[src/rtl/vlbp_pkg.sv]
`timescale 1ns / 1ps
`default_nettype none

package vlbp_pkg;

  localparam int unsigned AddrW = 32;

  localparam logic [4:0] CL_UNKNOWN = 5'd0;
  localparam logic [4:0] CL_JMP     = 5'd1;
  localparam logic [4:0] CL_CJMP    = 5'd2;
  localparam logic [4:0] CL_CALL    = 5'd3;
  localparam logic [4:0] CL_RCALL   = 5'd4;
  localparam logic [4:0] CL_RJMP    = 5'd5;
  localparam logic [4:0] CL_RET     = 5'd6;
  localparam logic [4:0] CL_PUSH    = 5'd7;
  localparam logic [4:0] CL_POP     = 5'd8;
  localparam logic [4:0] CL_RETPOP  = 5'd9;
  localparam logic [4:0] CL_ADD     = 5'd10;
  localparam logic [4:0] CL_SWI     = 5'd11;
  localparam logic [4:0] CL_NOP     = 5'd12;
  localparam logic [4:0] CL_TRAP    = 5'd13;
  localparam logic [4:0] CL_MOV     = 5'd14;
  localparam logic [4:0] CL_STORE   = 5'd15;
  localparam logic [4:0] CL_LOAD    = 5'd16;

  // decoded instruction handed from decoder to target unit
  typedef struct packed {
    logic [2:0]       len;
    logic [4:0]       cls;
    logic             has_jump;
    logic             has_fall;
    logic             absolute;
    logic [AddrW-1:0] imm;
  } dec_t;

  // one result beat
  typedef struct packed {
    logic             fall_valid;
    logic [AddrW-1:0] fall_through;
    logic             jump_valid;
    logic [AddrW-1:0] jump_target;
    logic [4:0]       op_class;
    logic [2:0]       instr_length;
  } res_t;

endpackage

`default_nettype wire

[src/rtl/vlbp_decode.sv]
`timescale 1ns / 1ps
`default_nettype none

module vlbp_decode (
  input  wire logic [47:0]   instr_window,
  output vlbp_pkg::dec_t     dec
);

  // reverse the low s bits of n, then sign-extend from bit s-1 (s = 32: no extension)
  function automatic logic [31:0] rev_sext(input logic [31:0] n, input int unsigned s);
    logic [31:0] r;
    logic [31:0] v;
    for (int i = 0; i < 32; i++) begin
      r[i] = n[31-i];
    end
    v = r >> (32 - s);
    if (s < 32 && v[s-1]) begin
      v = v | ~((32'h1 << s) - 32'h1);
    end
    return v;
  endfunction

  logic [7:0]  b0, b1, b2, b3, b4, b5;
  logic [4:0]  ra, rb;
  logic [3:0]  sub6;
  logic [31:0] w32;
  logic [23:0] w24;
  logic [31:0] v32;
  logic        ld;

  assign b0 = instr_window[47:40];
  assign b1 = instr_window[39:32];
  assign b2 = instr_window[31:24];
  assign b3 = instr_window[23:16];
  assign b4 = instr_window[15:8];
  assign b5 = instr_window[7:0];

  assign ra   = {b0[1:0], b1[7:5]};
  assign rb   = b1[4:0];
  assign sub6 = {b0[1:0], b1[7:6]};
  assign w32  = {b2, b3, b4, b5};
  assign w24  = {b1, b2, b3};
  assign v32  = rev_sext(w32, 32);

  always_comb begin
    unique case (b0[3:2])
      2'd0: ld = 1'b0;
      2'd1: ld = 1'b1;
      2'd2: ld = b2[7];
      default: begin
        if (b2[7:6] == 2'd0) ld = 1'b0;
        else if (b2[7:6] != 2'd3) ld = 1'b1;
        else ld = b2[5];
      end
    endcase
  end

  always_comb begin
    dec          = '0;
    dec.cls      = vlbp_pkg::CL_UNKNOWN;
    unique case (b0[7:4])
      4'h0: begin
        dec.len = 3'd2;
        unique case (b0[3:2])
          2'd3: begin
            dec.cls      = vlbp_pkg::CL_JMP;
            dec.imm      = rev_sext({22'd0, b0[1:0], b1}, 10);
            dec.has_jump = 1'b1;
          end
          2'd2: dec.cls = vlbp_pkg::CL_ADD;
          2'd1: dec.cls = (ra == 5'd0 && rb == 5'd3) ? vlbp_pkg::CL_SWI : vlbp_pkg::CL_NOP;
          default: begin
            if (rb[4]) dec.cls = (ra == 5'd0) ? vlbp_pkg::CL_NOP : vlbp_pkg::CL_ADD;
            else dec.cls = (ra == 5'd0) ? vlbp_pkg::CL_TRAP : vlbp_pkg::CL_MOV;
          end
        endcase
      end
      4'h2: begin
        dec.len = 3'd3;
        dec.cls = ld ? vlbp_pkg::CL_LOAD : vlbp_pkg::CL_STORE;
      end
      4'h4: begin
        dec.len = 3'd3;
        priority if (b0[3:0] <= 4'd5) begin
          dec.cls      = vlbp_pkg::CL_CJMP;
          dec.imm      = rev_sext({24'd0, b2}, 8);
          dec.has_jump = 1'b1;
          dec.has_fall = 1'b1;
        end else if (b0[3:0] == 4'd6) begin
          dec.cls      = vlbp_pkg::CL_JMP;
          dec.imm      = rev_sext({16'd0, b1, b2}, 16);
          dec.has_jump = 1'b1;
        end else if (b0[3:0] == 4'd7) begin
          priority if (b1[7:4] >= 4'd2 && b1[7:4] <= 4'd7) begin
            dec.cls      = vlbp_pkg::CL_CJMP;
            dec.imm      = rev_sext({20'd0, b1[3:0], b2}, 12);
            dec.has_jump = 1'b1;
            dec.has_fall = 1'b1;
          end else if (b1[7:4] == 4'd10) begin
            dec.cls = vlbp_pkg::CL_PUSH;
          end else if (b1[7:4] == 4'd11) begin
            dec.cls = vlbp_pkg::CL_RETPOP;
          end else if (b1[7:4] == 4'd12) begin
            dec.cls = vlbp_pkg::CL_POP;
          end else if (b1[7:4] == 4'd13) begin
            unique case (b1[1:0])
              2'd0: dec.cls = vlbp_pkg::CL_RET;
              2'd1: dec.cls = vlbp_pkg::CL_RCALL;
              2'd2: dec.cls = (b2[7:3] == 5'd9) ? vlbp_pkg::CL_RET : vlbp_pkg::CL_RJMP;
              default: dec.cls = vlbp_pkg::CL_UNKNOWN;
            endcase
          end else begin
            dec.cls = vlbp_pkg::CL_UNKNOWN;
          end
        end else if (b0[3:2] == 2'd2) begin
          dec.cls      = vlbp_pkg::CL_CALL;
          dec.imm      = rev_sext({14'd0, b0[1:0], b1, b2}, 18);
          dec.has_jump = 1'b1;
        end else begin
          dec.cls = vlbp_pkg::CL_UNKNOWN;
        end
      end
      4'h3, 4'h5, 4'h6, 4'h7: dec.len = 3'd3;
      4'h8, 4'h9: dec.len = 3'd6;
      4'hA: begin
        dec.len = 3'd6;
        if (b0[3:2] == 2'd0) begin
          dec.cls      = vlbp_pkg::CL_CJMP;
          dec.imm      = rev_sext({4'd0, w32[27:0]}, 28);
          dec.has_jump = 1'b1;
          dec.has_fall = 1'b1;
        end else if (b0[3:2] == 2'd1) begin
          dec.imm = v32;
          priority if (sub6 == 4'd0) begin
            dec.cls      = vlbp_pkg::CL_CALL;
            dec.has_jump = 1'b1;
          end else if (sub6 == 4'd1) begin
            dec.cls      = vlbp_pkg::CL_JMP;
            dec.has_jump = 1'b1;
          end else if (sub6 == 4'd2 || sub6 == 4'd3) begin
            dec.cls      = vlbp_pkg::CL_CJMP;
            dec.has_jump = 1'b1;
            dec.has_fall = 1'b1;
          end else if (sub6 == 4'd4) begin
            dec.cls      = vlbp_pkg::CL_JMP;
            dec.has_jump = 1'b1;
            dec.absolute = 1'b1;
          end else if (sub6 == 4'd5) begin
            // jmal when bit 0 of the second byte is set, jma otherwise
            dec.cls      = b1[0] ? vlbp_pkg::CL_CALL : vlbp_pkg::CL_JMP;
            dec.has_jump = 1'b1;
          end else begin
            dec.imm = '0;
          end
        end
      end
      4'hC: dec.len = 3'd4;
      4'hD: begin
        dec.len = 3'd4;
        priority if (b0[3:0] <= 4'd3) begin
          dec.cls      = vlbp_pkg::CL_CJMP;
          dec.imm      = rev_sext({20'd0, b2[3:0], b3}, 12);
          dec.has_jump = 1'b1;
          dec.has_fall = 1'b1;
        end else if (b0[3:0] == 4'd4) begin
          dec.cls      = vlbp_pkg::CL_CALL;
          dec.imm      = rev_sext({8'd0, w24}, 24);
          dec.has_jump = 1'b1;
        end else if (b0[3:0] == 4'd5) begin
          dec.cls      = vlbp_pkg::CL_JMP;
          dec.imm      = rev_sext({8'd0, w24}, 24);
          dec.has_jump = 1'b1;
        end else if (b0[3:0] <= 4'd7) begin
          dec.cls      = vlbp_pkg::CL_CJMP;
          dec.imm      = rev_sext({8'd0, w24}, 24);
          dec.has_jump = 1'b1;
          dec.has_fall = 1'b1;
        end else if (b0[3:0] <= 4'd11) begin
          dec.cls = vlbp_pkg::CL_ADD;
        end else begin
          dec.cls = vlbp_pkg::CL_UNKNOWN;
        end
      end
      default: dec.len = 3'd0;
    endcase
  end

endmodule

`default_nettype wire

[src/rtl/vlbp_target.sv]
`timescale 1ns / 1ps
`default_nettype none

module vlbp_target (
  input  wire logic [31:0]   pc_address,
  input  wire vlbp_pkg::dec_t dec,
  output vlbp_pkg::res_t     res
);

  logic [31:0] rel_sum;
  logic [31:0] fall_sum;

  // address arithmetic wraps at 32 bits
  assign rel_sum  = pc_address + dec.imm;
  assign fall_sum = pc_address + {29'd0, dec.len};

  always_comb begin
    res.instr_length = dec.len;
    res.op_class     = dec.cls;
    res.jump_valid   = dec.has_jump;
    res.fall_valid   = dec.has_fall;
    if (!dec.has_jump) res.jump_target = '0;
    else if (dec.absolute) res.jump_target = dec.imm;
    else res.jump_target = rel_sum;
    res.fall_through = dec.has_fall ? fall_sum : 32'd0;
  end

endmodule

`default_nettype wire

[src/rtl/variable_length_branch_predecoder_core.sv]
// pipeline: input register, then result register; a beat passes through both to the output
// throughput: one instruction per cycle unless the output stalls; the decode and the target adder sit between
// the two registers
// reset: synchronous active-low rst_n clears both stage valid flags; data regs keep value
`timescale 1ns / 1ps
`default_nettype none

module variable_length_branch_predecoder_core (
  input  wire logic        clk,
  input  wire logic        rst_n,
  input  wire logic        in_tvalid,
  output logic             in_tready,
  input  wire logic [79:0] in_tdata,   // instr_window[47:0], pc_address[79:48]
  output logic             out_tvalid,
  input  wire logic        out_tready,
  output logic [79:0]      out_tdata   // instr_length[2:0], op_class[7:3],
                                       // jump_target[39:8], jump_valid[40],
                                       // fall_through[72:41], fall_valid[73], zero[79:74]
);

  logic           s1_valid_r;
  logic [47:0]    win_r;
  logic [31:0]    pc_r;
  logic           out_valid_r;
  vlbp_pkg::res_t res_r;

  vlbp_pkg::dec_t dec;
  vlbp_pkg::res_t res;
  logic           s2_ready;

  assign s2_ready  = !out_valid_r || out_tready;
  assign in_tready = !s1_valid_r || s2_ready;

  vlbp_decode u_decode (
    .instr_window (win_r),
    .dec          (dec)
  );

  vlbp_target u_target (
    .pc_address (pc_r),
    .dec        (dec),
    .res        (res)
  );

  always_ff @(posedge clk) begin
    if (!rst_n) begin
      s1_valid_r  <= 1'b0;
      out_valid_r <= 1'b0;
    end else begin
      if (in_tready) s1_valid_r <= in_tvalid;
      if (s2_ready) out_valid_r <= s1_valid_r;
    end
    if (in_tready && in_tvalid) begin
      win_r <= in_tdata[47:0];
      pc_r  <= in_tdata[79:48];
    end
    if (s2_ready && s1_valid_r) res_r <= res;
  end

  assign out_tvalid = out_valid_r;
  assign out_tdata  = {6'd0, res_r};

  // stalled output with a full input stage must block new beats
  a_no_overrun: assert property (@(posedge clk) disable iff (!rst_n)
    (s1_valid_r && out_valid_r && !out_tready) |-> !in_tready)
    else $error("input accepted while pipeline full");

  a_fall_is_cjmp: assert property (@(posedge clk) disable iff (!rst_n)
    (out_valid_r && res_r.fall_valid) |->
      (res_r.jump_valid && res_r.op_class == vlbp_pkg::CL_CJMP))
    else $error("fall-through without conditional branch");

  a_badlen_unknown: assert property (@(posedge clk) disable iff (!rst_n)
    (out_valid_r && res_r.instr_length == 3'd0) |->
      (res_r.op_class == vlbp_pkg::CL_UNKNOWN && !res_r.jump_valid))
    else $error("unsupported length decoded");

  a_nojump_zero: assert property (@(posedge clk) disable iff (!rst_n)
    (out_valid_r && !res_r.jump_valid) |-> (res_r.jump_target == 32'd0))
    else $error("target set without jump");

endmodule

`default_nettype wire

[config.mk]
export PLATFORM = sky130hd
export DESIGN_NAME = variable_length_branch_predecoder_core
export DESIGN_NICKNAME = d
export VERILOG_FILES = /design/src/rtl/vlbp_pkg.sv /design/src/rtl/vlbp_decode.sv /design/src/rtl/vlbp_target.sv /design/src/rtl/variable_length_branch_predecoder_core.sv
export SDC_FILE = /design/constraint.sdc
export NUM_CORES = 1
export LEC_CHECK = 0
export ABC_AREA = 1
export CORE_MARGIN = 3
export CORE_UTILIZATION = 55
export CTS_CLUSTER_DIAMETER = 200
export CTS_CLUSTER_SIZE = 28
export DETAILED_ROUTE_END_ITERATION = 16
export DONT_BUFFER_PORTS = 1
export PLACE_DENSITY = 0.75
export SYNTH_ARGS = -nofsm -noshare
export SYNTH_HDL_FRONTEND = slang
export SYNTH_HIERARCHICAL = 1
export SYNTH_SLANG_ARGS = --single-unit
[constraint.sdc]
create_clock -name clk -period 9.96 [get_ports clk]
set_clock_uncertainty 0.05 [all_clocks]
set_input_delay 2.988 -clock clk [delete_from_list [all_inputs] [get_ports clk]]
set_output_delay 2.988 -clock clk [all_outputs]
set_load 0.05 [all_outputs]
Word level (Yosys, flattened, before mapping)
Cells that the tools add are included.
- order comparisons: 6
- bitwise operators: 0
- add/subtract/negate cells: 2
- reduce and logical (&&, ||, !) cells: 18
- div/mod/pow operators: 0
- shift operators: 0
- multiply operators: 0
- mux-type cells: 75
- equal/unequal tests: 32
- operators by type and width (cell ; count):
    32-bit 2-to-1 mux ; 22
    32-bit case mux with 4 select lines ; 1
    34-bit 2-to-1 mux ; 2
    6-bit 2-to-1 mux ; 9
    4-bit by 3-bit equality test with 1-bit output, second input constant ; 10
    40-bit 2-to-1 mux ; 1
    4-bit equality test, second input constant ; 9
    5-bit 2-to-1 mux ; 7
    33-bit 2-to-1 mux ; 1
    32-bit by 3-bit adder with 32-bit output ; 1
    32-bit adder ; 1
    5-bit case mux with 3 select lines ; 2
    5-bit case mux with 5 select lines ; 1
    7-bit 2-to-1 mux ; 3
    4-bit by 2-bit equality test with 1-bit output, second input constant ; 4
    4-bit by 3-bit less-or-equal comparator with 1-bit output, second input constant ; 3
    1-bit 2-to-1 mux ; 12
    2-bit 2-to-1 mux ; 6
    3-bit case mux with 4 select lines ; 1
    4-bit logical NOT ; 2
    4-bit 2-to-1 mux ; 2
    2-bit equality test, second input constant ; 3
    2-bit logical NOT ; 3
    3-bit 2-to-1 mux ; 2
    17 further kinds ; 25
- output and inout bits: 82
- flip-flop bits (word level): 156
- latch bits: 0
- bits of input ports: 84
- word-level logic and storage cells: 143
- ROM bits: 0
- memories: 0
- bits in writable memories: 0

Depth between registers and ports, before layout
- word-level depth: 12
- gate-level depth with buffers: 25
- depth with buffers taken out: 24

Hierarchy
The synthesis kept the hierarchy.
- modules (own cells, without submodules) (module ; times used ; sequential area each (µm²) ; cells each ; area an instance (µm²)):
    variable_length_branch_predecoder_core ; 1 ; 4664.5 ; 174 ; 4768.3
    vlbp_target ; 1 ; 0.0 ; 842 ; 4012.6
    vlbp_decode ; 1 ; 0.0 ; 507 ; 2411.1

Least setup slack after synthesis
No wires, ideal clock.
- kind: input -> register
- start: in out_tready
- end: reg res_r (netlist bit out_tdata[0]), enable pin
- slack: 2.744 ns
- arrival: 6.636 ns
- buffers on the path: 0
- required time: 9.380 ns
- setup time: 0.530 ns
- cell stages on the path: 2
- cell sequence: inv_1 > a21oi_1
- word-level cells in the longest chain between the ends: 2
- ends and longest elaborated chain (item ; RTL line ; RTL):
    from (decl) ; variable_length_branch_predecoder_core.sv:15 ; input wire logic out_tready,
    1-bit logical OR ; variable_length_branch_predecoder_core.sv:31 ; assign s2_ready = !out_valid_r || out_tready;
    1-bit logical AND ; variable_length_branch_predecoder_core.sv:57 ; if (s2_ready && s1_valid_r) res_r <= res;
    to (signal assigned) ; variable_length_branch_predecoder_core.sv:57 ;
    to (decl) ; variable_length_branch_predecoder_core.sv:25 ; vlbp_pkg::res_t res_r;
No other way between the ends.
A chain may end at the register's enable or synchronous reset.

Final worst setup path
- start: in out_tready
- end: out in_tready
- word-level cells in the longest chain between the ends: 2
- ends and longest elaborated chain (item ; RTL line ; RTL):
    1-bit logical OR ; variable_length_branch_predecoder_core.sv:31 ;
    1-bit logical OR ; variable_length_branch_predecoder_core.sv:32 ; assign in_tready = !s1_valid_r || s2_ready;
    to (decl) ; variable_length_branch_predecoder_core.sv:12 ; output logic in_tready,
No other way between the ends.

==> flow_summary.json <==
{
  "ys.flop_type": "edfxtp_1",
  "fin_tns_setup_ns": 0,
  "io_buffer_count": 0,
  "synth_top_area_share_pct": 41.32,
  "synth_xor_area_share_pct": 2.426,
  "drt_iter0_markers": 1227,
  "path_buf_inv": 1,
  "start_kind": "input pin",
  "p_int_mw": 1.209,
  "vdd_drop_max_mv": 0.1320,
  "clk_path_buf_depth": 2,
  "ys_seq_area_share_pct": 41.68,
  "synth-edff-count": 154,
  "area_growth_pct": 5.981,
  "status": "completed",
  "async_flop_share_pct": 0,
  "htree_levels": 4,
  "nets": 1620,
  "cpPeakStageDelay_ns": 0.32,
  "dp_hpwl_um": 24710,
  "rows": 51,
  "finalCriticalPeriod_ns": 6.476,
  "ys_top_cells_by_area": "edfxtp_1 (41%), nand2_1 (15%), inv_1 (7.4%)",
  "muxShareOfSynthArea_pct": 0,
  "synth_simple_gate_area_share_pct": 31.96,
  "synth_cell_type_count": 53,
  "syn_inst": 1523,
  "globalRouteOverflowTotal": 0,
  "grt_max_degree": 81,
  "viasPerCell": 5.641,
  "cts_setup_buffers": 0,
  "crit_family": "simple AND/OR/NAND/NOR gates",
  "cts_tree": "built",
  "postRouteAntennaNets": 0,
  "clkTransAtPathRegs_ns": 0.07,
  "p_leak_nw": 5.791,
  "synth_compound_area_share_pct": 8.541,
  "gp_congestion": 0.9719,
  "dieArea_um2": 22100,
  "cp_max_fo": 3,
  "ios": 166,
  "clock_latency_ns": 0.43,
  "drcViolationCount": 0,
  "tightestPinTransition_ns": 0.9878,
  "cts_hold_buffers": 0,
  "yosys_warnings": 6,
  "cap_violations": 0,
  "relSlewSlack_pct": 34.14,
  "grt_pass1_vias": 9150,
  "fin_util_pct": 60.16,
  "rsz0062_at_grt": "no",
  "grtUsageTotal_pct": 29.02,
  "clock_sinks": 156,
  "period_share_pct": 65.02,
  "switchingPower_mw": 0.5358,
  "pwr-share-seq_pct": 47.7,
  "layout_commonest_cell": "nand2_1",
  "cp_slowest_cell": "nand3_2",
  "cellPowerDensity_nw_per_um2": 147.1,
  "synth-seq-cells": 156,
  "die_x_um": 148.7,
  "critPathKind": "input pin to output port",
  "core_area_um2": 19720,
  "grt_pass1_wl_um": 49470,
  "synthAdderAreaFrac_pct": 4.159,
  "dr.pass1.iters": 6,
  "wl_per_cell_um": 18.11,
  "final_cell_mix": "nand2_1 (457), inv_1 (219), nor2_1 (194)",
  "drive_gt1_share_pct": 6.874,
  "holdWs_ns": 0.5051,
  "pwr-share-clk_pct": 39.2,
  "path_cells": "inv_1 -> nand3_2",
  "cts_resized": 0,
  "synth_top_family_by_area": "simple AND/OR/NAND/NOR gates",
  "finalSetupViolCount": 0,
  "end_kind": "output port",
  "synth_area_per_cell_um2": 7.349,
  "max_freq_mhz": 154.4,
  "worstPathArrival_ns": 3.44,
  "cts_buffers": 17,
  "worstHoldPathType": "register to register",
  "yosysTopAreaCell": "edfxtp_1",
  "die_h_um": 148.7,
  "clockRootBuffer": "clkbuf_16",
  "comb_power_share_pct": 13.1,
  "wl_um": 32200,
  "antenna_found_initial": 0,
  "finalHoldViolations": 0,
  "power.share.switching_pct": 30.71,
  "synth_area_um2": 11190,
  "required_ns": 6.92,
  "vias": 10030,
  "maxSlewViolCount": 0,
  "start_util_pct": 56.76,
  "diodes": 0
}
power by group through the flow:
stage                     combinational (mW)  sequential [mW]  clock [mW]
after detailed placement               0.221            0.846           0
after floorplan                        0.182            0.829           0
after CTS                              0.223            0.832       0.696
after global routing                   0.255            0.835       0.722
after global placement                 0.218            0.846           0
final                                  0.228            0.833       0.684
sequential cells by signal (all words and copies together), names as in the netlist:
| name | flops |
|---|---|
| out_tdata | 74 |
| win_r | 48 |
| pc_r | 32 |
| out_tvalid | 1 |
| s1_valid_r | 1 |
metal layers:
layer	global-route usage [%]	part of all wire, %	wire [um]	vias to the layer above
li1	-	-	-	4839
met1	40.32	43	13750	4576
met2	45.03	45	14530	560
met3	7.556	9.9	3189	55
met4	8.545	2.3	735	0
met5	0	0	0	-
Yosys cell counts, types with 7 or more instances:
cell type	count
xnor2_1	7
nor3_1	20
nand3_2	7
buf_6	7
a21oi_1	78
clkbuf_1	7
buf_4	24
nand4_1	23
nand2_1	457
nor2_2	10
inv_2	9
edfxtp_1	154
buf_2	12
nand3_1	91
xor2_1	24
nand2_2	11
ha_1	34
o21ai_0	71
inv_1	220
nor2_1	194
metrics by stage:
step	cell area (um2)	setup slack (ns)	total power, mW	std cells
6_report	11860	3.484	1.745	1778
5_1_grt	11860	3.466	1.812	1778
4_1_cts	11860	3.482	1.751	1778
3_5_place_dp	11240	3.478	1.068	1746
3_3_place_gp	11240	3.517	1.064	1746
2_1_floorplan	11210	2.744	1.011	1528
final cells by class:
cell class | count | area, um2
Fill cell | 1772 | 7856
Multi-Input combinational cell | 1085 | 5311
Sequential cell | 156 | 4664
Inverter | 234 | 885.9
Clock buffer | 17 | 425.4
Tap cell | 265 | 331.6
Clock inverter | 15 | 197.7
Timing Repair Buffer | 6 | 45.04
cell families after synthesis:
kind of cell / after synthesis
AND/OR/NAND/NOR: 834
adder cells (fa/ha/maj): 36
buffers and inverters: 287
XOR/XNOR: 31
AO/OA/AOI/OAI: 178
other: 1
flip-flops: 156
path summary, 6_finish.rpt:
path | start | endpoint | slack (ns) | cells after the start
setup / recovery | out_tready | in_tready | 3.48 | 2
hold reg to reg | s1_valid_r | out_tvalid | 0.51 | 2
hold / removal | s1_valid_r | out_tvalid | 0.51 | 2
setup reg to reg | win_r[43] | out_tdata[36] | 5.48 | 18
No activity file was read; power rests on OpenSTA's default activity.
